==> config.mk <==
export PLATFORM = sky130hd
export DESIGN_NAME = dgemb_calc
export DESIGN_NICKNAME = d
export VERILOG_FILES = /design/src/hw/rtl/dgemb_pkg.sv /design/src/hw/rtl/dgemb_calc.sv
export SDC_FILE = /design/constraint.sdc
export NUM_CORES = 1
export LEC_CHECK = 0
export ABC_CLOCK_PERIOD_IN_PS = 11150
export BUFFER_PORTS_ARGS = -buffer_cell sky130_fd_sc_hd__buf_2
export CAP_MARGIN = 20
export CORE_ASPECT_RATIO = 2
export CORE_UTILIZATION = 45
export CTS_CLUSTER_SIZE = 28
export DETAILED_ROUTE_END_ITERATION = 12
export PLACE_DENSITY = 0.85
export SETUP_SLACK_MARGIN = 0.5
export SYNTH_ARGS = -nofsm -noshare
export SYNTH_HDL_FRONTEND = slang
export SYNTH_SLANG_ARGS = --single-unit
==> constraint.sdc <==
create_clock -name clk -period 11.15 [get_ports clk]
set_clock_uncertainty 0.05 [all_clocks]
set_input_delay 2.23 -clock clk [delete_from_list [all_inputs] [get_ports clk]]
set_output_delay 2.23 -clock clk [all_outputs]
set_load 0.02 [all_outputs]
==> src/hw/rtl/dgemb_pkg.sv <==
package dgemb_pkg;

  localparam int MAX_WIDTH  = 2048;
  localparam int MAX_HEIGHT = 4096;
  localparam int LINE_DEPTH = 2 * MAX_WIDTH + 2;

  // register field widths
  localparam int CFG_WIDTH_BITS  = 12;
  localparam int CFG_HEIGHT_BITS = 13;
  localparam int CFG_DATA_BITS   = 13;
  localparam int RESET_WIDTH     = 640;
  localparam int RESET_HEIGHT    = 480;

  localparam int WW  = $clog2(MAX_WIDTH + 1);   // effective width
  localparam int CW  = $clog2(MAX_WIDTH);       // column
  localparam int HW  = $clog2(MAX_HEIGHT + 1);  // effective height
  localparam int RW  = $clog2(MAX_HEIGHT);      // row
  localparam int PW  = $clog2(MAX_WIDTH + 2);   // pending count
  localparam int AW  = $clog2(LINE_DEPTH);      // delay line address
  localparam int GW  = $clog2(LINE_DEPTH + 1);  // pixel age
  localparam int AXW = ((AW > GW) ? AW : GW) + 1;

  localparam int CHAN_BITS   = 8;
  localparam int PIX_BITS    = 4 * CHAN_BITS;
  localparam int COLOR_BITS  = 3 * CHAN_BITS;
  localparam int EMBOSS_BIAS = 128;
  localparam int CHAN_MAX    = 255;

  typedef enum logic [0:0] {
    REG_FRAME_WIDTH  = 1'b0,
    REG_FRAME_HEIGHT = 1'b1
  } cfg_reg_t;

  typedef logic [PIX_BITS-1:0] pixel_t;

  typedef struct packed {
    logic                  wr_en;
    logic [AW-1:0]         wr_addr;
    pixel_t                wr_data;
    logic                  rd_en;
    logic [AW-1:0]         cen_addr;
    logic [AW-1:0]         ul_addr;
    logic [AW-1:0]         lr_addr;
  } mem_req_t;

  typedef struct packed {
    pixel_t cen;
    pixel_t ul;
    pixel_t lr;
  } mem_rsp_t;

  typedef struct packed {
    logic                  vld;
    logic                  use_inc;
    logic                  emboss;
    logic                  last;
    logic [COLOR_BITS-1:0] inc;
  } issue_t;

  function automatic logic [WW-1:0] clamp_width(input logic [CFG_WIDTH_BITS-1:0] v);
    if (v == '0) begin
      return WW'(1);
    end else if (32'(v) > MAX_WIDTH) begin
      return WW'(MAX_WIDTH);
    end else begin
      return WW'(v);
    end
  endfunction

  function automatic logic [HW-1:0] clamp_height(input logic [CFG_HEIGHT_BITS-1:0] v);
    if (v == '0) begin
      return HW'(1);
    end else if (32'(v) > MAX_HEIGHT) begin
      return HW'(MAX_HEIGHT);
    end else begin
      return HW'(v);
    end
  endfunction

  // address of the stored pixel of the given age, 1 = newest
  function automatic logic [AW-1:0] age_addr(input logic [AW-1:0] wr, input logic [GW-1:0] age);
    logic [AXW-1:0] w_x;
    logic [AXW-1:0] a_x;
    w_x = AXW'(wr);
    a_x = AXW'(age);
    if (w_x >= a_x) begin
      return AW'(w_x - a_x);
    end else begin
      return AW'(w_x + AXW'(LINE_DEPTH) - a_x);
    end
  endfunction

  function automatic logic [CHAN_BITS-1:0] sat_chan(input logic [CHAN_BITS-1:0] lr,
                                                    input logic [CHAN_BITS-1:0] ul);
    logic signed [CHAN_BITS+1:0] v;
    v = $signed({2'b00, lr}) - $signed({2'b00, ul}) + $signed((CHAN_BITS + 2)'(EMBOSS_BIAS));
    if (v < $signed((CHAN_BITS + 2)'(0))) begin
      return '0;
    end else if (v > $signed((CHAN_BITS + 2)'(CHAN_MAX))) begin
      return CHAN_BITS'(CHAN_MAX);
    end else begin
      return v[CHAN_BITS-1:0];
    end
  endfunction

endpackage

==> src/hw/rtl/dgemb_calc.sv <==
module dgemb_calc (
  input  logic                            clk,
  input  logic                            rst_n,
  input  dgemb_pkg::issue_t               iss,
  input  dgemb_pkg::mem_rsp_t             rsp,
  output logic                            s1_ready,
  output logic                            out_tvalid,
  input  logic                            out_tready,
  output logic [dgemb_pkg::PIX_BITS-1:0]  out_tdata,
  output logic                            out_tlast
);

  logic                                s1_vld_r,  s1_vld_nxt;
  logic                                out_vld_r, out_vld_nxt;
  logic                                use_inc_r;
  logic                                emboss_r;
  logic                                last_r;
  logic [dgemb_pkg::COLOR_BITS-1:0]    inc_r;
  dgemb_pkg::pixel_t                   out_data_r;
  logic                                out_last_r;

  logic                                adv_out;
  logic [dgemb_pkg::COLOR_BITS-1:0]    lr;
  dgemb_pkg::pixel_t                   res;

  assign adv_out  = s1_vld_r && (!out_vld_r || out_tready);
  assign s1_ready = !s1_vld_r || adv_out;

  always_comb begin
    s1_vld_nxt  = iss.vld ? 1'b1 : (adv_out ? 1'b0 : s1_vld_r);
    out_vld_nxt = adv_out ? 1'b1 : (out_tready ? 1'b0 : out_vld_r);
  end

  always_ff @(posedge clk) begin
    if (!rst_n) begin
      s1_vld_r  <= 1'b0;
      out_vld_r <= 1'b0;
    end else begin
      s1_vld_r  <= s1_vld_nxt;
      out_vld_r <= out_vld_nxt;
    end
  end

  always_ff @(posedge clk) begin
    if (iss.vld) begin
      use_inc_r <= iss.use_inc;
      emboss_r  <= iss.emboss;
      last_r    <= iss.last;
      inc_r     <= iss.inc;
    end
  end

  always_comb begin
    lr  = use_inc_r ? inc_r : rsp.lr[dgemb_pkg::COLOR_BITS-1:0];
    res = rsp.cen;
    if (emboss_r) begin
      for (int c = 0; c < 3; c++) begin
        res[c*dgemb_pkg::CHAN_BITS +: dgemb_pkg::CHAN_BITS] =
          dgemb_pkg::sat_chan(lr[c*dgemb_pkg::CHAN_BITS +: dgemb_pkg::CHAN_BITS],
                              rsp.ul[c*dgemb_pkg::CHAN_BITS +: dgemb_pkg::CHAN_BITS]);
      end
    end
  end

  always_ff @(posedge clk) begin
    if (adv_out) begin
      out_data_r <= res;
      out_last_r <= last_r;
    end
  end

  assign out_tvalid = out_vld_r;
  assign out_tdata  = out_data_r;
  assign out_tlast  = out_last_r;

endmodule

Yosys cells after proc, flatten, opt, wreduce, memory -nomap -nowiden
Cells that the tools add are included.
{ "totals": {"register_bits": 62, "inputBits": 127, "out_inout_bits": 35, "elab_cells": 39} }
{ "classes": {"add_sub_neg": 6, "n_lt_le_gt_ge": 6, "muxes": 12, "n_reduce_logical": 7} }
{ "ops": {"columns": ["cell", "n"], "rows": [
  ["24-bit 2-to-1 mux", 2],
  ["8-bit 2-to-1 mux", 6],
  ["9-bit by 9-bit adder with 10-bit output, second input constant", 3],
  ["10-bit by 9-bit greater-than comparator with 1-bit output, second input constant", 3],
  ["10-bit by 1-bit less-than comparator with 1-bit output, second input constant", 3],
  ["8-bit by 8-bit subtractor with 9-bit output", 3],
  ["1-bit 2-to-1 mux", 4],
  ["2-bit nonzero test", 2],
  ["1-bit zero test", 2],
  ["1-bit logical OR", 2],
  ["1-bit logical AND", 1]
]} }

Depth between registers and ports, before layout
Gate-level depths: netlist of run 1.
{ "logic_depth": {"depth_word": 7, "depth_mapped": 16, "depth_no_buf": 13} }

Worst setup path after synthesis of run 1
OpenSTA, ideal clock, no wires.
{ "synth_timing": {"kind": "input to output", "start": "in out_tready", "end": "out s1_ready", "arrival_ns": 2.593, "required_time_ns": 8.870, "path_slack_ns": 6.277, "stages": 2, "path_buffers": 0, "cell_sequence": "nor2b_1 > nand2_1"} }
{ "synth_between": {"elab_chain_len": 3} }
{ "synth_rtl": {"columns": ["item", "line_no", "source"], "rows": [
  ["from (decl)", "dgemb_calc.sv:8", "input logic out_tready,"],
  ["1-bit logical OR", "dgemb_calc.sv:26", "assign adv_out = s1_vld_r && (!out_vld_r || out_tready);"],
  ["1-bit logical AND", "dgemb_calc.sv:26", null],
  ["1-bit logical OR", "dgemb_calc.sv:27", "assign s1_ready = !s1_vld_r || adv_out;"],
  ["to (decl)", "dgemb_calc.sv:6", "output logic s1_ready,"]
]} }
No other way between the ends.

Worst setup path after layout of run 1
Same ends and word-level chain as after synthesis.

==> impl_metrics.toml, run 1 <==
[status]
status = "finished clean"

[logic_synthesis]
syn_inst = 330
syn_nets = 495
synthFlopType = "edfxtp_1"
synth_edf_count = 60
synth-seq-cells = 62
syn-cell-area_sq_mm = 0.003836
avgSynthCellArea_sq_um = 11.62
ys_warn_count = 0
yosysUniqueCellTypes = 45
async_flop_share_pct = 0
yosysSeqAreaShare_pct = 48.01

[drt]
via_per_inst = 5.564
drtIter0Drc = 189
ant_nets = 0
wl_per_cell_microns = 16.03
dr.pass1.iters = 5
num_vias = 3238
routed_wl_mm = 9.329
drc_errors = 0

[placement]
place_area_sq_mm = 0.004662
port_buffers = 145
dpl.hpwl_mm = 7.051
pre_cts_ws_ns = 5.871
place.gp.congestion = 0.8418

[timing]
tns_ns = 0
hold_ws_ns = 0.3833
relSlewSlack_pct = 35.29
finalCritPeriodShare_pct = 46.74
rsz0062_at_grt = "false"
setup_viol = 0
finalWorstSetupSlack_ns = 5.938
maxSlewViolCount = 0
clock.fmax_mhz = 191.9
worstMarginPinSlew_ns = 0.9687
period_needed_ns = 5.212
report.final.hold_viol_count = 0

[final_layout]
area_growth_pct = 30.17
drive_gt1_share_pct = 40.25
fillers = 675
nets = 642
final_cell_area_sq_mm = 0.004994

[global_route]
grt_use_met3_pct = 5.690
antenna_found_initial = 2
grt_overflow = 0
grt_pass1_vias = 3370
grt_max_degree = 34
grt_use_met1_pct = 19.12
grt_use_met2_pct = 38.44
grt_use_total_pct = 21.28
grt-busiest-layer = "met2"
grt_pass1_wl_mm = 14.14

[worst_setup_path]
required_ns = 8.87
critPathLaunchType = "input port"
cp-end-kind = "output port"
path_class = "in2out"
critPathArrivalTime_ns = 2.93
crit_path_max_fanout = 4

[die]
die-height_microns = 132.6
die_w_microns = 67.29
die_area_sq_mm = 0.008920
num_rows = 47
io_pins = 162
start_util_pct = 46.27
fp.coreArea_sq_mm = 0.008292

[clock_tree]
h-tree-depth = 3
cts_tree = "done"
clkLatencyLatePin_ns = 0.32
cts-root-buf = "clkbuf_16"
cts.path.max_buffers = 2
cts_setup_buffers = 0
clock_sinks = 62
numCtsBuffers = 9
hold_buffers = 0
cts.clk_slew.worst_paths_ns = 0.05
cts_resized = 0

[pwr]
p_leak_nw = 2.295
powerDensity_mw_per_mm2 = 167.9
ir_drop_mv = 0.09869

[hold_path]
hp-class = "reg2reg"

[flow_run]
cap_violations = 0
layout by cell type (no fill, tap or decap), drive strengths merged, types with 4 or more instances in the layout:
master,n
inv,34
nand2b,4
o2bb2ai,6
xnor2,7
mux2i,7
a21o,7
o21a,7
o21ai,12
mux2,26
ha,35
nand3,5
nor3,4
a21oi,28
edfxtp,60
nor2,8
clkbuf,12
or3,9
buf,146
nor2b,7
nand2,12
a211oi,4
flip-flops by register name, summed over array words and instances (netlist names):
name	flops
emboss_r	1
out_tdata	32
out_tlast	1
use_inc_r	1
s1_vld_r	1
out_tvalid	1
last_r	1
inc_r	24
layout make-up:
type | instances | area (sq um) | share of cell area, %
well taps | 98 | 122.6 | 2.456
flip-flops and latches | 62 | 1842 | 36.88
multi-input cells | 224 | 1837 | 36.78
inverters | 34 | 127.6 | 2.556
diodes | 2 | 5.005 | 0.1002
clock inverters | 4 | 70.07 | 1.403
repair buffers | 146 | 733.2 | 14.68
clock buffers | 12 | 256.5 | 5.137
routing by layer:
| metal | vias to the layer above | share of wire [%] |
|---|---|---|
| met2 | 160 | 55 |
| met5 | - | 0 |
| met1 | 1503 | 35 |
| li1 | 1539 | - |
| met4 | 0 | 3.9 |
| met3 | 36 | 6.6 |
worst max-delay path, cell delays in order:
cell and delay (ns):
buf_2 0.10, nor2b_1 0.33, nand2_1 0.10, buf_2 0.17
cell usage after synthesis, drive strengths merged, types with 6 or more instances:
| master | instances | share of area (%) |
|---|---|---|
| a21oi | 28 | 3.7 |
| mux2 | 26 | 7.6 |
| inv | 34 | 3.3 |
| mux2i | 7 | 1.8 |
| nor2 | 8 | 0.78 |
| o2bb2ai | 6 | 1.4 |
| xnor2 | 7 | 1.6 |
| or3 | 9 | 1.5 |
| o21a | 7 | 1.4 |
| edfxtp | 60 | 47 |
| o21ai | 12 | 1.6 |
| clkbuf | 7 | 0.69 |
| ha | 35 | 11 |
| a21o | 7 | 1.4 |
| nor2b | 7 | 1.3 |
| nand2 | 12 | 1.2 |
report_power, final:
group / leakage (nW) / internal [mW] / switching (mW)
clock: 0.163 / 0.207 / 0.0955
sequential: 0.591 / 0.284 / 0.00665
combinational: 1.54 / 0.110 / 0.136
per-stage QoR:
step	std cells	total power [mW]	util, %
final	582	0.8386	60.22
after global routing	582	0.8776	60.22
after CTS	580	0.8406	60.16
after detailed placement	564	0.5345	56.22
after global placement	564	0.5253	56.22
after floorplan	330	0.4650	-
cell families (layout without fill, tap and decap cells):
logic type                 count (synthesis)  in the layout  share of synthesized area, %
AOI/OAI and AO/OA                         84             84                         14.32
xor gates and xnor gates                  10             10                         2.283
adders and majority gates                 38             38                         12.98
buffers and inverters                     44            196                         4.305
DFF                                       62             62                         48.01
muxes                                     33             33                         9.459
other                                      0              2                             0
and+or+nand+nor                           59             59                         8.643
final timing paths:
check / slack, ns / cells after the start / to / from
hold / removal: 0.38 / 0 / out_tlast / last_r
setup reg to reg: 7.33 / 14 / out_tdata[15] / use_inc_r
hold reg to reg: 0.38 / 0 / out_tlast / last_r
setup / recovery: 5.94 / 4 / s1_ready / out_tready
Power figures use the tool's default switching activity.
==> run 2, diff against run 1 <==
ABC_CLOCK_PERIOD_IN_PS = 4300   (was 11150)
CORE_UTILIZATION = 44   (was 45)
PLACE_DENSITY = 0.86   (was 0.85)
clock period = 4.3 ns   (was 11.15 ns; I/O delays follow)
==> impl_metrics.toml, run 2 (same netlist as run 1, synthesis figures left out) <==
[status]
status = "finished clean"

[final_layout]
layout_common_cells = "145 x buf_2, 60 x edfxtp_1, 34 x inv_1, 34 x ha_1, 28 x a21oi_1"
layout_commonest_cell = "buf_2"
final_cell_area_sq_mm = 0.004984
nets = 643
largest_reg_flops = 32
drive_gt1_share_pct = 40.79
area_growth_pct = 29.91

[pwr]
clock_power_share_pct = 34.4
switchingPower_mw = 0.6097
p_leak_nw = 2.290
powerDensity_mw_per_mm2 = 423.2
p_int_mw = 1.499
combinationalPowerShare_pct = 29.8
switching_share_pct = 28.91
ir_drop_mv = 0.2671
seq_power_share_pct = 35.8

[placement]
port_buffers = 145
place.gp.congestion = 0.8078
place_area_sq_mm = 0.004669
dpl.hpwl_mm = 7.364

[drt]
wl_per_cell_microns = 16.02
via_per_inst = 5.364
dr.pass1.iters = 4
ant_nets = 0
num_vias = 3127
routed_wl_mm = 9.341
drtIter0Drc = 190
drc_errors = 0

[global_route]
antenna_found_initial = 2
grt_overflow = 0
grt_pass1_wl_mm = 14.82
grt_max_degree = 34
grt_use_total_pct = 22.21
grt_pass1_vias = 3276

[clock_tree]
clkLatencyLatePin_ns = 0.33
clock_sinks = 62
numCtsBuffers = 9
h-tree-depth = 3
cts.path.max_buffers = 2
hold_buffers = 0
cts_setup_buffers = 0
cts.clk_slew.worst_paths_ns = 0.05
cts-root-buf = "clkbuf_16"
cts_tree = "done"

[die]
start_util_pct = 45.94
die_area_sq_mm = 0.009119
num_rows = 47
fp.coreArea_sq_mm = 0.008351
io_pins = 162
die-height_microns = 134.1
die_w_microns = 68.03

[worst_setup_path]
ff2ff_path_depth = 12
cp-end-kind = "flip-flop"
cpMostUsedCell = "buf_4"
required_ns = 4.42
critPathLaunchType = "flip-flop"
path_class = "reg2reg"
critPathArrivalTime_ns = 3.80
crit_path_max_fanout = 14
path_cells = "buf_4 > buf_4 > mux2_2 > ha_1 > a21oi_1 > o21ai_0 > or4_4 > nand3_1 > ha_2 > xnor2_1 > nand4_1 > a31oi_1"
critPathSlowestCell = "or4_4"
critPathMaxStageDelay_ns = 0.54

[hold_path]
hp-class = "reg2reg"
hold-path-cell-count = 0

[timing]
finalCritPeriodShare_pct = 85.56
relSlewSlack_pct = 38.32
hold_ws_ns = 0.3653
period_needed_ns = 3.679
tns_ns = 0
report.final.hold_viol_count = 0
clock.fmax_mhz = 271.8
maxSlewViolCount = 0
setup_viol = 0
worstMarginPinSlew_ns = 0.9233
rsz0062_at_grt = "false"

[flow_run]
cap_violations = 0
-- run 2: cell count changes in the layout (fill, tap and decap cells not counted) --
cell       previous run  this run
buf_4                 1         2
bufinv_16             2         1
clkinv_2              2         3
ha_1                 35        34
ha_2                  0         1
nor3_1                4         3
nor3_2                0         1
-- run 2: worst paths after layout --
path	start	slack, ns	endpoint
min	last_r	0.37	out_tlast
max	use_inc_r	0.62	out_tdata[23]
max reg2reg	use_inc_r	0.62	out_tdata[23]
min reg2reg	last_r	0.37	out_tlast
-- run 2: power groups by stage --
| stage | Combinational [mW] | Sequential (mW) | Clock (mW) |
|---|---|---|---|
| floorplan | 0.411 | 0.794 | 0 |
| global placement | 0.602 | 0.763 | 0 |
| detailed placement | 0.623 | 0.767 | 0 |
| CTS | 0.628 | 0.755 | 0.741 |
| global route | 0.697 | 0.760 | 0.768 |
| finish | 0.629 | 0.755 | 0.725 |
-- run 2: cell type report --
type / instances / area (sq um)
fillers: 719 / 3367
multi-input cells: 224 / 1844
flip-flops and latches: 62 / 1842
repair buffers: 147 / 740.7
clock buffers: 12 / 256.5
inverters: 34 / 127.6
well taps: 98 / 122.6
clock inverters: 4 / 45.04
diodes: 2 / 5.005
-- run 2: critical path: cells and delay by family, from the launching register on --
family	cells	cell delay, ns
AOI/OAI and AO/OA	3	0.66
DFF	1	0.32
buffers and inverters	2	0.50
adders and majority gates	2	0.64
and+or+nand+nor	3	0.77
xor gates and xnor gates	1	0.19
muxes	1	0.37
-- run 2: what timing repair did --
action,CTS,global route
setup endpoints to repair,0,3
gates resized for setup,0,2
hold endpoints to repair,0,0
-- run 2: through the flow --
stage / setup WS (ns) / util, % / cells / power [mW]
final: 0.6208 / 59.68 / 583 / 2.109
after global routing: 0.5121 / 59.68 / 583 / 2.225
after CTS: 0.6297 / 59.53 / 581 / 2.125
after detailed placement: 0.4610 / 55.92 / 565 / 1.390
after global placement: 0.5103 / 55.92 / 565 / 1.366
after floorplan: 0.6282 / - / 330 / 1.206
-- run 2: routing by layer --
layer | vias up | global-route usage [%] | wire length, microns
met4 | 0 | 12.73 | 367
met2 | 130 | 39.54 | 5208
met3 | 25 | 4.847 | 549
met5 | - | 0 | 0
li1 | 1523 | - | -
met1 | 1449 | 22.40 | 3215
==> run 3, diff against run 2 <==
ABC_AREA = 1   (was default)
CORE_UTILIZATION = 45   (was 44)
CTS_CLUSTER_DIAMETER = 150   (was default)
PLACE_DENSITY = 0.87   (was 0.86)
==> impl_metrics.toml, run 3 <==
[global_route]
grt_pass1_wl_mm = 15.17
grt_use_met3_pct = 2.907
grt_pass1_vias = 3581
grt-busiest-layer = "met2"
grt_use_met1_pct = 19.26
antenna_found_initial = 0
grt_overflow = 0
grt_use_met2_pct = 41.51
grt_max_degree = 35
grt_use_total_pct = 20.32

[pwr]
p_leak_nw = 2.871
ir_drop_mv = 0.2404
powerDensity_mw_per_mm2 = 392.0

[final_layout]
layout_commonest_cell = "nand2_1"
area_growth_pct = 27.31
largest_reg_flops = 32
layout_common_cells = "168 x nand2_1, 145 x buf_2, 104 x inv_1, 60 x edfxtp_1, 35 x ha_1"
fillers = 793
regArea_sq_mm = 0.001842
drive_gt1_share_pct = 27.53
nets = 821
multi_input_area_sq_mm = 0.001904
final_cell_area_sq_mm = 0.005290

[placement]
place_area_sq_mm = 0.004997
place.gp.congestion = 0.8693
port_buffers = 145
dpl.hpwl_mm = 8.095

[clock_tree]
clock_sinks = 62
cts-root-buf = "clkbuf_16"
cts_resized = 0
numCtsBuffers = 9
cts_tree = "done"
cts.path.max_buffers = 2
cts.clk_slew.worst_paths_ns = 0.06
cts_setup_buffers = 0
clkLatencyLatePin_ns = 0.33
h-tree-depth = 3
hold_buffers = 0

[logic_synthesis]
yosys.cell_count.top_type = "nand2_1"
synth_edf_count = 60
yosys.area.top_type_share_pct = 43.36
synth_area_leaders = "edfxtp_1 43%, nand2_1 15%, ha_1 11%"
syn_inst = 506
synthFlopType = "edfxtp_1"
synth-seq-cells = 62
yosysSeqAreaShare_pct = 44.32
async_flop_share_pct = 0
synth_top_area_cell = "edfxtp_1"
avgSynthCellArea_sq_um = 8.212
synthTopCellsByCount = "168 x nand2_1, 104 x inv_1, 60 x edfxtp_1"
ys_warn_count = 0
syn_nets = 671
yosysUniqueCellTypes = 17
syn-cell-area_sq_mm = 0.004155

[die]
die-height_microns = 137.9
fp.coreArea_sq_mm = 0.008951
start_util_pct = 46.42
die_w_microns = 69.95
num_rows = 49
io_pins = 162
die_area_sq_mm = 0.009645

[drt]
via_per_inst = 4.941
routed_wl_mm = 9.927
ant_nets = 0
drtIter0Drc = 154
num_vias = 3775
dr.pass1.iters = 4
wl_per_cell_microns = 12.99
drc_errors = 0

[hold_path]
hp-start = "last_r"
hold-path-cell-count = 0
worstHoldEndpoint = "out_tlast"
hp-class = "reg2reg"

[timing]
rsz0062_at_grt = "false"
finalCritPeriodShare_pct = 73.64
clock.fmax_mhz = 315.8
setup_viol = 0
worstMarginPinSlew_ns = 1.002
report.final.hold_viol_count = 0
period_needed_ns = 3.167
maxSlewViolCount = 0
tns_ns = 0
relSlewSlack_pct = 33.07

[worst_setup_path]
r2r_end = "out_tdata[12]"
cp-end-kind = "flip-flop"
ff2ff_path_depth = 13
crit_path_max_fanout = 27
critPathLaunch = "use_inc_r"
critPathArrivalTime_ns = 3.14
path_class = "reg2reg"
r2r-start = "use_inc_r"
critPathLaunchType = "flip-flop"
reg2reg_slack_ns = 1.13
required_ns = 4.28

[status]
status = "finished clean"

[flow_run]
cap_violations = 0
-- run 3: cell types whose count changed after synthesis, sizes merged, moves of 8 or more --
cell | before | now
nor2 | 8 | 17
or3 | 9 | 0
mux2 | 26 | 18
nand2 | 12 | 171
inv | 34 | 104
o21ai | 12 | 23
nand3 | 5 | 28
-- run 3: report_power, final --
group          internal [mW]  switching [mW]
Clock                  0.446           0.245
Combinational          0.244           0.393
Sequential             0.730          0.0150
-- run 3: kinds of logic after synthesis --
group	count (synthesis)	share of synthesized area, %
compound gates	49	5.902
xor+xnor	3	0.6325
fa+ha+maj	38	11.98
buf+inv	111	10.12
flops	62	44.32
mux	21	5.601
simple gates	222	21.44
-- run 3: how the worst max path moves through the flow --
stage,to,slack (ns),cells after the start
after detailed placement,out_tdata[11],0.99,14
after global placement,out_tdata[11],0.97,14
after global routing,out_tdata[4],0.87,13
final,out_tdata[12],1.13,13
after CTS,out_tdata[4],1.14,13
after floorplan,out_tdata[0],1.28,2
-- run 3: worst max-delay path, stage by stage, from the launching register on --
cell      delay, ns
edfxtp_1       0.32
buf_4          0.32
mux2_2         0.38
ha_1           0.36
a21oi_1        0.20
nand2_1        0.11
nand2_1        0.09
nand3_1        0.08
nand2_2        0.10
inv_1          0.06
ha_1           0.36
inv_1          0.11
o21ai_0        0.19
o21ai_0        0.10
-- run 3: final cells by class --
type                       instances  area share [%]
sequential                        62           34.82
timing repair buffer             146           13.86
clock inverter                     6           1.159
inverter                         104           7.379
tap                              102           2.412
clock buffer                      10           4.328
multi-input combinational        333           36.00
antenna                            1         0.04730
-- run 3: stage by stage --
step	worst slack (ns)	hold slack, ns	cells	util (%)	power [mW]
after global placement	0.9717	0.3534	747	55.83	1.364
after floorplan	1.280	0.3503	506	-	1.203
after detailed placement	0.9872	0.3765	747	55.83	1.388
after CTS	1.141	0.3904	763	59.07	2.088
after global routing	0.8736	0.4077	763	59.07	2.199
final	1.133	0.3899	764	59.10	2.074
-- run 3: per-layer routing --
layer / vias up / share of wire [%]
met2: 133 / 57
met1: 1708 / 36
met4: 0 / 2.4
met5: - / 0
met3: 18 / 4.8
li1: 1916 / -
