==> src/hw/rtl/dgemb_pkg.sv <==
package dgemb_pkg;

  localparam int MAX_WIDTH  = 2048;
  localparam int MAX_HEIGHT = 4096;
  localparam int LINE_DEPTH = 2 * MAX_WIDTH + 2;

  // register field widths
  localparam int CFG_WIDTH_BITS  = 12;
  localparam int CFG_HEIGHT_BITS = 13;
  localparam int CFG_DATA_BITS   = 13;
  localparam int RESET_WIDTH     = 640;
  localparam int RESET_HEIGHT    = 480;

  localparam int WW  = $clog2(MAX_WIDTH + 1);   // effective width
  localparam int CW  = $clog2(MAX_WIDTH);       // column
  localparam int HW  = $clog2(MAX_HEIGHT + 1);  // effective height
  localparam int RW  = $clog2(MAX_HEIGHT);      // row
  localparam int PW  = $clog2(MAX_WIDTH + 2);   // pending count
  localparam int AW  = $clog2(LINE_DEPTH);      // delay line address
  localparam int GW  = $clog2(LINE_DEPTH + 1);  // pixel age
  localparam int AXW = ((AW > GW) ? AW : GW) + 1;

  localparam int CHAN_BITS   = 8;
  localparam int PIX_BITS    = 4 * CHAN_BITS;
  localparam int COLOR_BITS  = 3 * CHAN_BITS;
  localparam int EMBOSS_BIAS = 128;
  localparam int CHAN_MAX    = 255;

  typedef enum logic [0:0] {
    REG_FRAME_WIDTH  = 1'b0,
    REG_FRAME_HEIGHT = 1'b1
  } cfg_reg_t;

  typedef logic [PIX_BITS-1:0] pixel_t;

  typedef struct packed {
    logic                  wr_en;
    logic [AW-1:0]         wr_addr;
    pixel_t                wr_data;
    logic                  rd_en;
    logic [AW-1:0]         cen_addr;
    logic [AW-1:0]         ul_addr;
    logic [AW-1:0]         lr_addr;
  } mem_req_t;

  typedef struct packed {
    pixel_t cen;
    pixel_t ul;
    pixel_t lr;
  } mem_rsp_t;

  typedef struct packed {
    logic                  vld;
    logic                  use_inc;
    logic                  emboss;
    logic                  last;
    logic [COLOR_BITS-1:0] inc;
  } issue_t;

  function automatic logic [WW-1:0] clamp_width(input logic [CFG_WIDTH_BITS-1:0] v);
    if (v == '0) begin
      return WW'(1);
    end else if (32'(v) > MAX_WIDTH) begin
      return WW'(MAX_WIDTH);
    end else begin
      return WW'(v);
    end
  endfunction

  function automatic logic [HW-1:0] clamp_height(input logic [CFG_HEIGHT_BITS-1:0] v);
    if (v == '0) begin
      return HW'(1);
    end else if (32'(v) > MAX_HEIGHT) begin
      return HW'(MAX_HEIGHT);
    end else begin
      return HW'(v);
    end
  endfunction

  // address of the stored pixel of the given age, 1 = newest
  function automatic logic [AW-1:0] age_addr(input logic [AW-1:0] wr, input logic [GW-1:0] age);
    logic [AXW-1:0] w_x;
    logic [AXW-1:0] a_x;
    w_x = AXW'(wr);
    a_x = AXW'(age);
    if (w_x >= a_x) begin
      return AW'(w_x - a_x);
    end else begin
      return AW'(w_x + AXW'(LINE_DEPTH) - a_x);
    end
  endfunction

  function automatic logic [CHAN_BITS-1:0] sat_chan(input logic [CHAN_BITS-1:0] lr,
                                                    input logic [CHAN_BITS-1:0] ul);
    logic signed [CHAN_BITS+1:0] v;
    v = $signed({2'b00, lr}) - $signed({2'b00, ul}) + $signed((CHAN_BITS + 2)'(EMBOSS_BIAS));
    if (v < $signed((CHAN_BITS + 2)'(0))) begin
      return '0;
    end else if (v > $signed((CHAN_BITS + 2)'(CHAN_MAX))) begin
      return CHAN_BITS'(CHAN_MAX);
    end else begin
      return v[CHAN_BITS-1:0];
    end
  endfunction

endpackage

==> src/hw/rtl/dgemb_ctrl.sv <==
module dgemb_ctrl (
  input  logic                                 clk,
  input  logic                                 rst_n,
  input  logic                                 cfg_valid,
  output logic                                 cfg_ready,
  input  logic [0:0]                           cfg_index,
  input  logic [dgemb_pkg::CFG_DATA_BITS-1:0]  cfg_data,
  input  logic                                 in_tvalid,
  output logic                                 in_tready,
  input  logic                                 in_tuser,
  input  logic [dgemb_pkg::PIX_BITS-1:0]       in_tdata,
  input  logic                                 s1_ready,
  output dgemb_pkg::issue_t                    iss,
  output dgemb_pkg::mem_req_t                  mreq
);

  logic [dgemb_pkg::WW-1:0] width_r;
  logic [dgemb_pkg::HW-1:0] height_r;
  logic [dgemb_pkg::PW-1:0] pend_r,   pend_nxt;
  logic [dgemb_pkg::AW-1:0] wr_pos_r, wr_pos_nxt;
  logic [dgemb_pkg::CW-1:0] col_r,    col_nxt;
  logic [dgemb_pkg::RW-1:0] row_r,    row_nxt;

  logic                     accept;
  logic                     flush;
  logic [dgemb_pkg::GW-1:0] w1;
  logic [dgemb_pkg::GW-1:0] p_x;
  logic                     emit_px;
  logic                     emit_fl;
  logic                     emit;
  logic                     use_inc;
  logic                     have_lr;
  logic [dgemb_pkg::WW-1:0] col1;
  logic [dgemb_pkg::HW-1:0] row1;
  logic                     col_end;
  logic                     row_end;
  logic                     interior;

  assign cfg_ready = 1'b1;
  assign in_tready = s1_ready;
  assign accept    = in_tvalid && s1_ready;
  assign flush     = in_tuser;

  always_ff @(posedge clk) begin
    if (!rst_n) begin
      width_r  <= dgemb_pkg::clamp_width(dgemb_pkg::CFG_WIDTH_BITS'(dgemb_pkg::RESET_WIDTH));
      height_r <= dgemb_pkg::clamp_height(dgemb_pkg::CFG_HEIGHT_BITS'(dgemb_pkg::RESET_HEIGHT));
    end else if (cfg_valid) begin
      unique case (dgemb_pkg::cfg_reg_t'(cfg_index))
        dgemb_pkg::REG_FRAME_WIDTH: begin
          width_r <= dgemb_pkg::clamp_width(cfg_data[dgemb_pkg::CFG_WIDTH_BITS-1:0]);
        end
        dgemb_pkg::REG_FRAME_HEIGHT: begin
          height_r <= dgemb_pkg::clamp_height(cfg_data[dgemb_pkg::CFG_HEIGHT_BITS-1:0]);
        end
      endcase
    end
  end

  always_comb begin
    w1       = dgemb_pkg::GW'(width_r) + dgemb_pkg::GW'(1);
    p_x      = dgemb_pkg::GW'(pend_r);
    emit_px  = !flush && (p_x >= w1);
    emit_fl  = flush && (pend_r != '0);
    emit     = emit_px || emit_fl;
    // lower-right neighbor is the incoming word when it is exactly one line plus one pixel on
    use_inc  = !flush && (p_x == w1);
    have_lr  = use_inc || (p_x > w1);
    col1     = dgemb_pkg::WW'(col_r) + dgemb_pkg::WW'(1);
    row1     = dgemb_pkg::HW'(row_r) + dgemb_pkg::HW'(1);
    col_end  = col1 >= width_r;
    row_end  = row1 >= height_r;
    interior = (col_r != '0) && !col_end && (row_r != '0) && !row_end;
  end

  always_comb begin
    pend_nxt   = pend_r;
    wr_pos_nxt = wr_pos_r;
    col_nxt    = col_r;
    row_nxt    = row_r;
    if (accept) begin
      if (!flush) begin
        wr_pos_nxt = (wr_pos_r == dgemb_pkg::AW'(dgemb_pkg::LINE_DEPTH - 1)) ?
                     '0 : wr_pos_r + dgemb_pkg::AW'(1);
        if (!emit_px) begin
          pend_nxt = pend_r + dgemb_pkg::PW'(1);
        end
      end else if (emit_fl) begin
        pend_nxt = pend_r - dgemb_pkg::PW'(1);
      end
      if (emit) begin
        if (col_end) begin
          col_nxt = '0;
          row_nxt = row_end ? '0 : dgemb_pkg::RW'(row1);
        end else begin
          col_nxt = dgemb_pkg::CW'(col1);
        end
      end
    end
  end

  always_ff @(posedge clk) begin
    if (!rst_n) begin
      pend_r   <= '0;
      wr_pos_r <= '0;
      col_r    <= '0;
      row_r    <= '0;
    end else begin
      pend_r   <= pend_nxt;
      wr_pos_r <= wr_pos_nxt;
      col_r    <= col_nxt;
      row_r    <= row_nxt;
    end
  end

  always_comb begin
    mreq.wr_en    = accept && !flush;
    mreq.wr_addr  = wr_pos_r;
    mreq.wr_data  = in_tdata;
    mreq.rd_en    = accept && emit;
    mreq.cen_addr = dgemb_pkg::age_addr(wr_pos_r, p_x);
    mreq.ul_addr  = dgemb_pkg::age_addr(wr_pos_r, p_x + w1);
    mreq.lr_addr  = dgemb_pkg::age_addr(wr_pos_r, p_x - w1);

    iss.vld     = accept && emit;
    iss.use_inc = use_inc;
    iss.emboss  = interior && have_lr;
    iss.last    = col_end && row_end;
    iss.inc     = in_tdata[dgemb_pkg::COLOR_BITS-1:0];
  end

`ifndef ASSERT_OFF
  a_wr_pos_range: assert property (@(posedge clk) disable iff (!rst_n)
    wr_pos_r <= dgemb_pkg::AW'(dgemb_pkg::LINE_DEPTH - 1))
    else $error("delay line write pointer out of range");

  a_pend_bound: assert property (@(posedge clk) disable iff (!rst_n)
    pend_r <= dgemb_pkg::PW'(dgemb_pkg::MAX_WIDTH + 1))
    else $error("pending count beyond one line plus one pixel");

  a_issue_accepted: assert property (@(posedge clk) disable iff (!rst_n)
    iss.vld |-> in_tvalid && s1_ready)
    else $error("result issued without an accepted word");

  a_px_emit_holds_pend: assert property (@(posedge clk) disable iff (!rst_n)
    (accept && emit_px) |=> $stable(pend_r))
    else $error("pending count moved on a pixel that produced a result");
`endif

endmodule

==> config.mk <==
export PLATFORM = sky130hd
export DESIGN_NAME = dgemb_ctrl
export DESIGN_NICKNAME = d
export VERILOG_FILES = /design/src/hw/rtl/dgemb_pkg.sv /design/src/hw/rtl/dgemb_ctrl.sv
export SDC_FILE = /design/constraint.sdc
export NUM_CORES = 1
export LEC_CHECK = 0
export BUFFER_PORTS_ARGS = -buffer_cell sky130_fd_sc_hd__clkbuf_2
export CORE_MARGIN = 2
export CORE_UTILIZATION = 37
export CTS_CLUSTER_DIAMETER = 200
export CTS_CLUSTER_SIZE = 12
export DETAILED_ROUTE_END_ITERATION = 8
export HOLD_SLACK_MARGIN = 0.03
export PLACE_DENSITY = 0.67
export SYNTH_ARGS = -nofsm -noshare
export SYNTH_HDL_FRONTEND = slang
export SYNTH_SLANG_ARGS = --single-unit
==> constraint.sdc <==
create_clock -name clk -period 5.5 [get_ports clk]
set_input_delay 0.825 -clock clk [delete_from_list [all_inputs] [get_ports clk]]
set_output_delay 0.825 -clock clk [all_outputs]
set_load 0.03 [all_outputs]
# Word-level counts from Yosys, hierarchy flattened
# Index checks and enable logic that the tools add are counted.
[classes]
eq_ne = 4
bitwise_logic = 2
muxes = 13
n_lt_le_gt_ge = 9
reduce_logical = 27
n_addsub = 15
[ops]
columns = ["cell", "count"]
rows = [
  ["13-bit two-way mux", 6],
  ["12-bit two-way mux", 6],
  ["13-bit subtractor", 4],
  ["13-bit >= comparator", 3],
  ["12-bit by 1-bit adder with 13-bit output, second input constant", 2],
  ["13-bit by 12-bit subtractor with 13-bit output", 2],
  ["12-bit nonzero test", 2],
  ["12-bit by 13-bit adder with 13-bit output", 1],
  ["13-bit by 1-bit adder with 13-bit output, second input constant", 1],
  ["13-bit adder, second input constant", 1],
  ["12-bit by 13-bit == test with 1-bit output", 1],
  ["13-bit == test, second input constant", 1],
  ["12-bit by 13-bit >= comparator with 1-bit output", 1],
  ["13-bit by 12-bit >= comparator with 1-bit output", 1],
  ["12-bit by 13-bit > comparator with 1-bit output", 1],
  ["13-bit > comparator, second input constant", 1],
  ["13-bit zero test", 1],
  ["12-bit by 13-bit subtractor with 13-bit output", 1],
  ["11-bit by 1-bit adder with 12-bit output, second input constant", 1],
  ["12-bit by 1-bit adder with 12-bit output, second input constant", 1],
  ["12-bit >= comparator", 1],
  ["12-bit > comparator, second input constant", 1],
  ["12-bit zero test", 1],
  ["12-bit by 1-bit subtractor with 12-bit output, second input constant", 1],
  ["other kinds (10)", 28],
]
[totals]
output_inout_bits = 116
input_bits = 52
reg_bits = 73
elab_cells = 76

# Longest topological paths before layout
# Gate-level depths: netlist (run 1).
[depth]
depth_word = 7
ltp_mapped = 26
depth_no_buf = 23

# Worst setup path before layout (run 1)
# Ideal clock, no wire load.
[synth_path]
kind = "register to output"
from = "register width_r[2] (netlist bit)"
to = "output port mreq[6] (netlist bit)"
arrival_ns = 5.263
setup_slack_ns = -0.588
n_path_buf = 3
stages_incl_launch_ff = 26
path_cell_list = "dfxtp_1 > nand3_1 > nor2_1 > nand2_1 > nor3_1 > and3_1 > xnor2_1 > ha_1 > clkbuf_1 > inv_1 > a21oi_1 > nor2_1 > nor2_1 > nor2_1 > a311oi_1 > xor2_1 > ha_1 > and4b_1 > a31o_2 > maj3_1 > a221oi_1 > nor3_1 > o22a_1 > buf_2 > buf_2 > o21ai_0"
[synth_rtl]
columns = ["item", "line", "source"]
rows = [
  ["start, declared", "dgemb_ctrl.sv:17", "logic [dgemb_pkg::WW-1:0] width_r;"],
  ["start signal, assigned", "dgemb_ctrl.sv:46", "width_r <= dgemb_pkg::clamp_width(dgemb_pkg::CFG_WIDTH_BITS'(dgemb_pkg::RESET_WIDTH));"],
  ["start signal, assigned", "dgemb_ctrl.sv:51", "width_r <= dgemb_pkg::clamp_width(cfg_data[dgemb_pkg::CFG_WIDTH_BITS-1:0]);"],
  ["end, declared", "dgemb_ctrl.sv:14", "output dgemb_pkg::mem_req_t mreq"],
]

==> results.md, run 1 <==
- Number of H-tree levels: 3
- Most frequent cells in the layout: 155 x buf_4, 108 x nor2_1, 102 x ha_1, 97 x inv_1, 81 x xnor2_1
- Crit share post-route: 104%
- Setup ws final: -0.233 ns
- Routed len/inst: 16.8 um
- Worst-path fanout max: 7
- Post-route ant nets: 0
- Failing checks: setup timing
- Post-DP Area: 11100 um^2
- Clock Root Buffer: clkbuf_16
- Main synth FF type: dfxtp_1
- Worst IR drop on VDD: 0.000362 V
- Initial Utilization: 37.5%
- Non-filler cells, final: 1753
- Core area: 25900 um^2
- Post-Syn Nets: 1434
- Tmin final: 5.73 ns
- Leakage power: 5.74 nW
- # IOs: 168
- Total GRT Usage: 19.6%
- TritonCTS Buffers: 9
- Number of antenna violations at the first check in global routing: 0
- Fin Hold WS: 0.463 ns
- CP most frequent cell: buf_4
- Clk sinks: 73
- CP required: 4.68 ns
- Critical Path AT: 4.91 ns
- Area grow syn2layout: 32.5%
- Vert. Die Dim: 166 um
- DRC: 0
- Post-layout util: 49.6%
- Die Wd: 166 um
- GRT overflow: 0
- Worst Path Class, Setup: reg -> out
- Number of global-route vias before repair: 9047
- CTS tree: yes
- Slowest cell on crit path: dfxtp_2
- Relative slew slack: 48.4%
- Final instance area: 12900 um^2
- Worst min path class: reg -> reg
- Routability-driven placement congestion ratio: 0.908
- Clock Latency Late Sink: 0.36 ns
- Detailed Routing Iterations Pass 1: 5
- Power Total: 0.00367 W
- Least-Margin Pin Slew: 0.774 ns
- Cell Area, Synth: 9700 um^2
- Number of port buffers: 78
- Synth warnings: 0
- Inst Count DP: 1708
- Status: complete, but fails checks
- Vias per cell: 5.41
- Max Transition Viols Final: 0
- Clk pin slew, worst setup/hold paths: 0.06 ns
- RSZ-0062 raised after global routing: yes
- Total number of vias: 9490
- Final hold vios: 0
- CP startpoint kind: flop
- Unique cell type count in the Yosys netlist: 80
- Async SR Flop Fraction: 0%
- Most common cell after layout, fill and taps aside: buf_4
- Final net count: 1598
- Largest net degree at the start of global routing: 37
- Std-Cell Rows: 59
- Post-synth EDFFs: 0
- Die area: 27500 um^2
- First-pass GRT wire length: 44500 um
- Fmax achieved: 0.174 GHz
- Clock Skew: 0.0101 ns
- Detailed placer's ending HPWL: 22500 um
- Sequential area share after synthesis: 15.1%
- Crit path cell chain: nand3_4 -> nor2_4 -> buf_4 -> nand2_2 -> xnor2_2 -> buf_4 -> ha_1 -> inv_1 -> nor2_1 -> o21bai_1 -> a311oi_2 -> xor2_1 -> buf_4 -> ha_4 -> and4b_1 -> a31o_2 -> maj3_2 -> a221oi_2 -> nor3_1 -> o22a_2 -> mux2_4 -> xnor2_4 -> buf_8
- Yosys reg bits: 73
- Post-Synthesis Cells: 1249
- Max Root-Sink Buffers: 2
- Crit end category: output pin
- Pwr per Cell Area: 286 nW/um^2
- DR iter-0 viols: 547
- Setup violations, final: 23
- Ant. Diodes: 0
- Layout cell share with drive strength beyond 1: 31.2%
- Max incr delay on CP: 0.36 ns
- Maxcap violations: 0
- DRT Wirelength: 29500 um
- Syn Area/Cell: 7.77 um^2
## layer usage
metal | up-vias | part of all wire [%] | GRT usage (%)
li1 | 4668 | - | -
met1 | 4481 | 43 | 24.1
met2 | 276 | 50 | 34.6
met3 | 65 | 4.6 | 2.98
met4 | 0 | 3.3 | 6.81
met5 | - | 0 | 0
## synth_stat cells, drive strengths merged (7+ instances only)
master	instances	share of area [%]
fa	9	1.9
o21ai	54	2.8
o21a	18	1.4
dfxtp	73	15
nor2b	16	1.0
xnor2	101	9.2
o21bai	15	1.2
and3	17	1.1
nand4	10	0.64
nand2	51	2.0
clkbuf	23	0.90
a21o	22	1.7
a21oi	87	4.6
nand3	37	2.0
a31oi	13	0.84
a221o	7	0.72
nor2	120	4.6
maj3	25	2.7
mux2i	21	2.2
xor2	49	4.4
or3	13	0.89
inv	102	3.9
nor3	33	1.7
and2	8	0.52
or2	8	0.52
nand2b	15	0.97
ha	124	16
buf	69	5.2
a22oi	13	1.0
nor4	15	0.97
## worst max-delay path: cells and delay by family, from the launching register on
kind                     cells  cell delay, ns
adder cells (fa/ha/maj)      3            0.80
AO/OA/AOI/OAI                5            1.20
flip-flops                   1            0.36
XOR/XNOR                     3            0.45
AND/OR/NAND/NOR              6            0.73
buffers and inverters        5            0.65
multiplexers                 1            0.36
## path summary, 6_finish.rpt
check | start | endpoint | slack [ns] | cells past startpoint
hold / removal | height_r[12] | height_r[12] | 0.46 | 2
hold reg to reg | height_r[12] | height_r[12] | 0.46 | 2
setup / recovery | width_r[2] | mreq[8] | -0.23 | 23
setup reg to reg | width_r[2] | row_r[4] | 1.37 | 21
## area by class of cell
type,instances,area [um^2]
Fill cell,2336,13100
Multi-Input combinational cell,981,8340
Timing Repair Buffer,245,1930
Sequential cell,73,1470
Tap cell,335,419
Inverter,103,389
Clock buffer,9,225
Clock inverter,7,83.8
## cell families (layout without fill, tap and decap cells)
kind of cell / after synthesis / in the layout / share of synthesized area (%)
compound gates: 289 / 289 / 19.6
mux: 23 / 23 / 2.44
fa+ha+maj: 158 / 158 / 20.5
flops: 73 / 73 / 15.1
other cells: 1 / 1 / 0.0386
buf+inv: 195 / 364 / 10.1
simple gates: 360 / 360 / 18.6
xor+xnor: 150 / 150 / 13.6
## where the power goes
group          switching, W  internal (W)
Clock              0.000271      0.000360
Sequential        0.0000233      0.000548
Combinational       0.00138       0.00109
Total               0.00168       0.00200
## registers in the layout (all words and copies together), names as in the netlist
register and flops:
height_r 13, col_r 11, pend_r 12, row_r 12
width_r 12, wr_pos_r 13
## metrics by stage
step           worst slack [ns]  setup TNS (ns)
2_1_floorplan           0.00276               0
3_3_place_gp             -0.113          -0.669
3_5_place_dp             -0.233           -2.69
4_1_cts                  -0.252           -2.89
5_1_grt                  -0.458           -7.59
6_report                 -0.233           -3.00
## timing repair
action / 4_1_cts / 5_1_grt
pin swaps: 57 / 73
gates resized for setup: 114 / 156
endpoints found under the hold margin: 0 / 0
hold buffers: 0 / 0
gates cloned: 0 / 1
setup buffers: 16 / 15
endpoints found under the setup margin: 24 / 34
(Power assumes the default switching activity.)
==> inputs of run 2 (changes only) <==
- clock period: 5.5 -> 5.2 ns (I/O delays scaled with it)
==> run 2 against run 1 <==
The run still ends with setup timing left; count of clock-buffer cells in the layout did not move; power up 5.5%; global-route usage rose by 0.74 points; register-to-register slack worse by 0.92 ns; flip-flop and latch count stayed put; first-iteration DRC count shrank 19%; final cell count increased by 2.7%; highest routed layer unchanged.
==> results.md, run 2 (synthesis gave the netlist of run 1 again) <==
- Inst Count DP: 1749 (+2.4%)
- Fin Hold WS: 0.463 ns (+0.000178 ns)
- Number of port buffers: 78 (unchanged)
- Total GRT Usage: 20.3% (+0.74 points)
- Least-Margin Pin Slew: 1.21 ns (+0.440 ns)
- Ant. Diodes: 0 (unchanged)
- Area grow syn2layout: 32.4% (about the same)
- Detailed placer's ending HPWL: 22800 um (+1.3%)
- Clock Latency Late Sink: 0.35 ns (about the same)
- Most frequent cells in the layout: 205 x buf_4, 112 x ha_1, 110 x nor2_1, 98 x inv_1, 85 x xnor2_1
- Fmax achieved: 0.174 GHz
- GRT busiest layer: met2
- Largest net degree at the start of global routing: 35 (-5.4%)
- Relative slew slack: 18.5% (-30 points)
- Worst IR drop on VDD: 0.000369 V (+1.9%)
- Vert. Die Dim: 166 um (unchanged)
- Worst-path fanout max: 6 (-1)
- Maxcap violations: 0 (unchanged)
- Routing usage on met1: 25.1% (+0.97 points)
- CP startpoint kind: flop
- Most common cell after layout, fill and taps aside: buf_4
- CP required: 4.42 ns (-0.26 ns)
- Layout fillers: 2420 (+3.6%)
- GRT overflow: 0 (unchanged)
- Clock Skew: 0.00983 ns (-0.000309 ns)
- Biggest regs: height_r: 13 flops, wr_pos_r: 13 flops
- Routability-driven placement congestion ratio: 0.923 (+1.6%)
- TritonCTS Buffers: 9 (unchanged)
- Detailed Routing Iterations Pass 1: 5 (unchanged)
- Worst Path Class, Setup: reg -> out
- Vias per cell: 5.34 (-1.3%)
- Number of antenna violations at the first check in global routing: 0 (unchanged)
- Die Wd: 166 um (unchanged)
- Leakage power: 5.88 nW (+2.4%)
- RSZ-0062 raised after global routing: yes
- Clk pin slew, worst setup/hold paths: 0.07 ns (about the same)
- Status: complete, but fails checks
- Post-route ant nets: 0 (unchanged)
- DRC: 0 (unchanged)
- Pwr per Cell Area: 301 nW/um^2 (+5.5%)
- First-pass GRT wire length: 46400 um (+4.2%)
- Final hold vios: 0 (unchanged)
- Post-layout util: 49.6% (about the same)
- Std-Cell Rows: 59 (unchanged)
- Crit share post-route: 110%
- Number of H-tree levels: 3 (unchanged)
- Setup violations, final: 24 (+4.3%)
- Final net count: 1645 (+2.9%)
- Top cell family by delay on the critical path: compound AO/OA/AOI/OAI gates
- Slowest cell on crit path: dfxtp_4
- Number of global-route vias before repair: 9573 (+5.8%)
- DR iter-0 viols: 445 (-19%)
- Tmin final: 5.73 ns
- Clk sinks: 73 (unchanged)
- Initial Utilization: 37.5% (unchanged)
- Layout cell share with drive strength beyond 1: 30.8% (-0.39 points)
- Crit end category: output pin
- Worst min path class: reg -> reg
- # IOs: 168 (unchanged)
- Place WS: -0.429 ns (-0.196 ns)
- CP Buf/Inv Count: 7 (+2)
- CTS tree: yes
- Power Total: 0.00387 W (+5.5%)
- DRT Wirelength: 29100 um (-1.2%)
- Total number of vias: 9618 (+1.3%)
- Die area: 27500 um^2 (unchanged)
- Max Root-Sink Buffers: 2 (unchanged)
- Met2 GRT Util: 35.4% (+0.74 points)
- Core area: 25900 um^2 (unchanged)
- Routed len/inst: 16.2 um (-3.8%)
- Crit path cell chain: buf_6 -> clkinvlp_4 -> buf_6 -> nor3_4 -> buf_4 -> xnor2_2 -> inv_1 -> ha_1 -> nor3_1 -> o211ai_1 -> a311oi_2 -> xor2_1 -> buf_4 -> ha_4 -> and4b_1 -> a31o_2 -> maj3_2 -> a221oi_2 -> nor3_1 -> o22a_2 -> mux2_4 -> xnor2_4 -> buf_8
- Failing checks: setup timing
- Clock Root Buffer: clkbuf_16
- Max Transition Viols Final: 0 (unchanged)
- Critical Path AT: 4.95 ns (+0.04 ns)
- Max incr delay on CP: 0.36 ns (about the same)
- GR Util met3: 2.24% (-0.74 points)
- Non-filler cells, final: 1800 (+2.7%)
- Setup ws final: -0.533 ns (-0.301 ns)
-- run 2: changes by cell type in the layout (fill, tap and decap cells not counted), sizes merged --
| cell | change |
|---|---|
| buf | +37 |
| clkbuf | +10 |
| clkinvlp | +1 |
| inv | -1 |
-- run 2: worst reg2reg max path, cell delays in order (launching register included) --
cell	delay, ns
dfxtp_4	0.36
buf_6	0.11
clkinvlp_4	0.12
buf_6	0.14
nor3_4	0.17
buf_4	0.15
xnor2_2	0.07
buf_4	0.13
ha_1	0.28
buf_4	0.16
buf_4	0.14
nor4_1	0.53
and4_1	0.40
a211o_1	0.20
a21o_1	0.25
nand2_2	0.17
o21ai_1	1.00
o21ai_0	0.20
-- run 2: area by class of cell --
cell class | instances | area, um^2 | area share [%]
well taps | 335 | 419 | 3.26
flip-flops and latches | 73 | 1480 | 11.5
repair buffers | 292 | 2210 | 17.2
clock buffers | 9 | 225 | 1.75
clock inverters | 7 | 83.8 | 0.652
inverters | 103 | 395 | 3.08
multi-input cells | 981 | 8040 | 62.6
-- run 2: stage by stage --
stage | setup TNS, ns | cell area, um^2
after CTS | -8.21 | 12600
after detailed placement | -6.94 | 11400
after global routing | -14.81 | 12900
after global placement | -5.03 | 11400
final | -10.20 | 12900
after floorplan | -0.593 | 9880
-- run 2: metal layers --
layer / share of wire (%) / wire length (um) / vias to the layer above
li1: - / - / 4766
met1: 44 / 12700 / 4537
met2: 48 / 14100 / 259
met3: 4.2 / 1220 / 56
met4: 3.9 / 1140 / 0
met5: 0 / 0 / -
-- run 2: path summary, 6_finish.rpt --
kind,startpoint,to,cells past startpoint,slack (ns)
setup / recovery,width_r[1],mreq[8],23,-0.53
hold / removal,height_r[12],height_r[12],2,0.46
setup reg to reg,width_r[1],row_r[0],17,0.45
hold reg to reg,height_r[12],height_r[12],2,0.46
-- run 2: power breakdown --
group	leakage (nW)	internal (W)	switching, W
clock network	0.149	0.000381	0.000283
registers	0.596	0.000579	0.0000240
logic	5.13	0.00118	0.00142
total	5.88	0.00214	0.00173
-- run 2: what timing repair did --
item | 4_1_cts | 5_1_grt
hold buffers | 0 | 0
pin swaps | 62 | 23
gates resized for setup | 150 | 35
setup endpoints to repair | 24 | 30
buffers inserted | 28 | 8
hold endpoints to repair | 0 | 0
gates cloned | 1 | 0
==> inputs of run 3 (changes only) <==
- ABC_AREA: default -> 1
- PLACE_DENSITY: 0.67 -> 0.66
==> run 3 against run 2 <==
Worst hold slack improved by 0.0035 ns; register-to-register slack better by 0.55 ns; global-route usage increased by 0.65 points; final area decreased by 5.3%; the run now ends clean; non-clock buffer count shrank 167; critical path depth grew 2; synthesized cell count rose by 36%; critical path type unchanged.
==> results.md, run 3 <==
- Status: completed
- Non-filler cells, final: 2130 (+18%)
- Die area: 30200 um^2 (+9.8%)
- CTS tree: yes
- Unique cell type count in the Yosys netlist: 58 (-28%)
- Share of the synthesized area in the top cell type: 15.4% (-0.59 points)
- Most frequent cells in the layout: 427 x nand2_1, 216 x inv_1, 124 x a21oi_1, 108 x nor2_1, 105 x ha_1
- Std-Cell Rows: 62 (+5.1%)
- Synth warnings: 0 (unchanged)
- Max Root-Sink Buffers: 2 (unchanged)
- RSZ-0062 raised after global routing: yes
- Die Wd: 174 um (+4.8%)
- Crit end category: output pin
- Total GRT Usage: 21.0% (+0.65 points)
- Number of global-route vias before repair: 10.2k (+6.7%)
- Most common cell after layout, fill and taps aside: nand2_1
- Max incr delay on CP: 0.42 ns (+0.06 ns)
- Setup violations, final: 0 (-100%)
- Slowest cell on crit path: ha_2
- Least-Margin Pin Slew: 0.821 ns (-0.393 ns)
- Fmax achieved: 0.199 GHz (+14%)
- Post-synth EDFFs: 0 (unchanged)
- Post-route ant nets: 0 (unchanged)
- DRC: 0 (unchanged)
- Tmin final: 5.03 ns (-0.699 ns)
- Post-synth top cells: 438 x nand2_1, 220 x inv_1, 128 x a21oi_1
- Critical Path AT: 4.25 ns (-0.70 ns)
- GRT overflow: 0 (unchanged)
- Top cell family by delay on the critical path: simple AND/OR/NAND/NOR gates
- DR iter-0 viols: 806 (+81%)
- Crit share post-route: 96.8% (-13 points)
- Largest net degree at the start of global routing: 31 (-11%)
- Vias per cell: 5.15 (-3.6%)
- Final hold vios: 0 (unchanged)
- Clock Root Buffer: clkbuf_16
- Pwr per Cell Area: 289 nW/um^2 (-4.1%)
- Vert. Die Dim: 174 um (+4.8%)
- # IOs: 168 (unchanged)
- Clock Latency Late Sink: 0.35 ns (about the same)
- Relative slew slack: 44.7% (+26 points)
- Syn Area/Cell: 6.30 um^2 (-19%)
- Main synth FF type: dfxtp_1
- Biggest regs: height_r: 13 flops, wr_pos_r: 13 flops
- Worst IR drop on VDD: 0.000189 V (-49%)
- DRT Wirelength: 32800 um (+13%)
- Worst-path fanout max: 6 (unchanged)
- Maxcap violations: 0 (unchanged)
- TritonCTS Buffers: 9 (unchanged)
- Clock Skew: 0.0101 ns (+0.000273 ns)
- Hold-fix buffers at CTS: 0 (unchanged)
- Sequential area share after synthesis: 13.7% (-1.4 points)
- Core area: 28500 um^2 (+10%)
- Final net count: 1927 (+17%)
- Setup ws final: 0.166 ns (+0.699 ns)
- Inst Count DP: 2085 (+19%)
- CP most frequent cell: nand2_1
- Clk pin slew, worst setup/hold paths: 0.06 ns (about the same)
- CP required: 4.42 ns (about the same)
- Post-Synthesis Cells: 1696 (+36%)
- Max Transition Viols Final: 0 (unchanged)
- Post-synth top area cell: nand2_1
- Async SR Flop Fraction: 0% (unchanged)
- Initial Utilization: 37.4% (-0.049 points)
- Number of H-tree levels: 3 (unchanged)
- Place WS: 0.138 ns (+0.567 ns)
- Top-count cell post-synth: nand2_1
- Routability-driven placement congestion ratio: 0.933 (+1.1%)
- Cell Area, Synth: 10700 um^2 (+10%)
- Detailed Routing Iterations Pass 1: 5 (unchanged)
- Clk sinks: 73 (unchanged)
- Area grow syn2layout: 14.0%
- Total number of vias: 11.0k (+14%)
- CP Buf/Inv Count: 4 (-3)
- Yosys reg bits: 73 (unchanged)
- Ranking of synthesized cells by area: nand2_1 15%, ha_1 15%, dfxtp_1 14%, inv_1 7.7%, xor2_1 6.1%
- Detailed placer's ending HPWL: 26400 um (+16%)
- Ant. Diodes: 0 (unchanged)
- Worst min path class: reg -> reg
- Routed len/inst: 15.4 um (-4.8%)
- Layout cell share with drive strength beyond 1: 15.9% (-15 points)
- Leakage power: 6.00 nW (+2.2%)
- Post-Syn Nets: 1881 (+31%)
- Layout fillers: 3040 (+26%)
- Number of antenna violations at the first check in global routing: 0 (unchanged)
- Number of port buffers: 78 (unchanged)
- CP startpoint kind: flop
- Worst Path Class, Setup: reg -> out
- First-pass GRT wire length: 51400 um (+11%)
run 3: cell types whose count changed after synthesis, moves of 27 or more:
| cell | before | now |
|---|---|---|
| a21oi_1 | 85 | 128 |
| inv_1 | 101 | 220 |
| nand2_1 | 49 | 438 |
| nand3_1 | 36 | 104 |
| nand4_1 | 10 | 37 |
| o21ai_0 | 51 | 84 |
| xnor2_1 | 100 | 25 |
run 3: routing by layer:
layer  GRT usage (%)  part of all wire [%]
met2            36.5                    48
met3            3.03                   5.5
met1            26.3                    43
met5               0                     0
met4            7.42                   3.4
run 3: logic make-up (layout without fill, tap and decap cells):
logic type	count (synthesis)	in the layout	share of synthesized area, %
AND/OR/NAND/NOR	785	788	32.2
buffers and inverters	323	370	14.4
AO/OA/AOI/OAI	282	282	15.3
adder cells (fa/ha/maj)	133	133	16.2
XOR/XNOR	99	99	8.12
flip-flops	73	73	13.7
other	1	1	0.0351
run 3: timing repair:
item | CTS | global route
pin swaps | 7 | 32
gates resized for setup | 32 | 113
setup buffers | 3 | 23
gates cloned | 1 | 3
endpoints found under the setup margin | 24 | 25
run 3: worst register-to-register path, stage by stage (launching register included):
cell,delay [ns]
dfxtp_2,0.36
inv_1,0.07
nor3_2,0.21
nand4_1,0.13
buf_4,0.17
nor4_2,0.24
xor2_1,0.22
inv_1,0.10
ha_4,0.34
buf_4,0.17
nor2_4,0.04
nand2_1,0.08
nor2_1,0.05
nand2_1,0.11
nand3_1,0.12
nand2_1,0.12
nand2_1,0.11
nand2_1,0.12
nand3_1,0.09
nand2_2,0.11
inv_2,0.09
nand2_2,0.32
nand2_1,0.43
a211oi_1,0.32
run 3: metrics by stage:
step	hold slack (ns)	util [%]	area (um^2)	TNS (ns)	power, W
2_1_floorplan	0.445	-	10700	0	0.00218
3_3_place_gp	0.456	38.6	11000	0	0.00257
3_5_place_dp	0.459	38.6	11000	0	0.00258
4_1_cts	0.469	40.4	11500	0	0.00337
5_1_grt	0.484	42.6	12200	-2.65	0.00376
6_report	0.466	42.6	12200	0	0.00352
run 3: final timing paths:
kind	cells after the start	slack, ns	startpoint	to
setup / recovery	25	0.17	width_r[0]	mreq[25]
hold reg to reg	2	0.47	height_r[1]	height_r[1]
hold / removal	2	0.47	height_r[1]	height_r[1]
setup reg to reg	23	1.00	width_r[2]	col_r[10]
run 3: layout make-up:
class	count	area (um^2)	share of cell area [%]
tap	384	480	3.95
multi-input combinational	1303	8210	67.4
inverter	230	871	7.15
clock inverter	6	116	0.956
timing repair buffer	125	806	6.62
sequential	73	1470	12.0
clock buffer	9	225	1.85
run 3: power breakdown:
group	switching (W)	leakage, nW	internal (W)
sequential	0.0000425	0.597	0.000591
combinational	0.00139	5.24	0.000765
clock	0.000259	0.166	0.000469
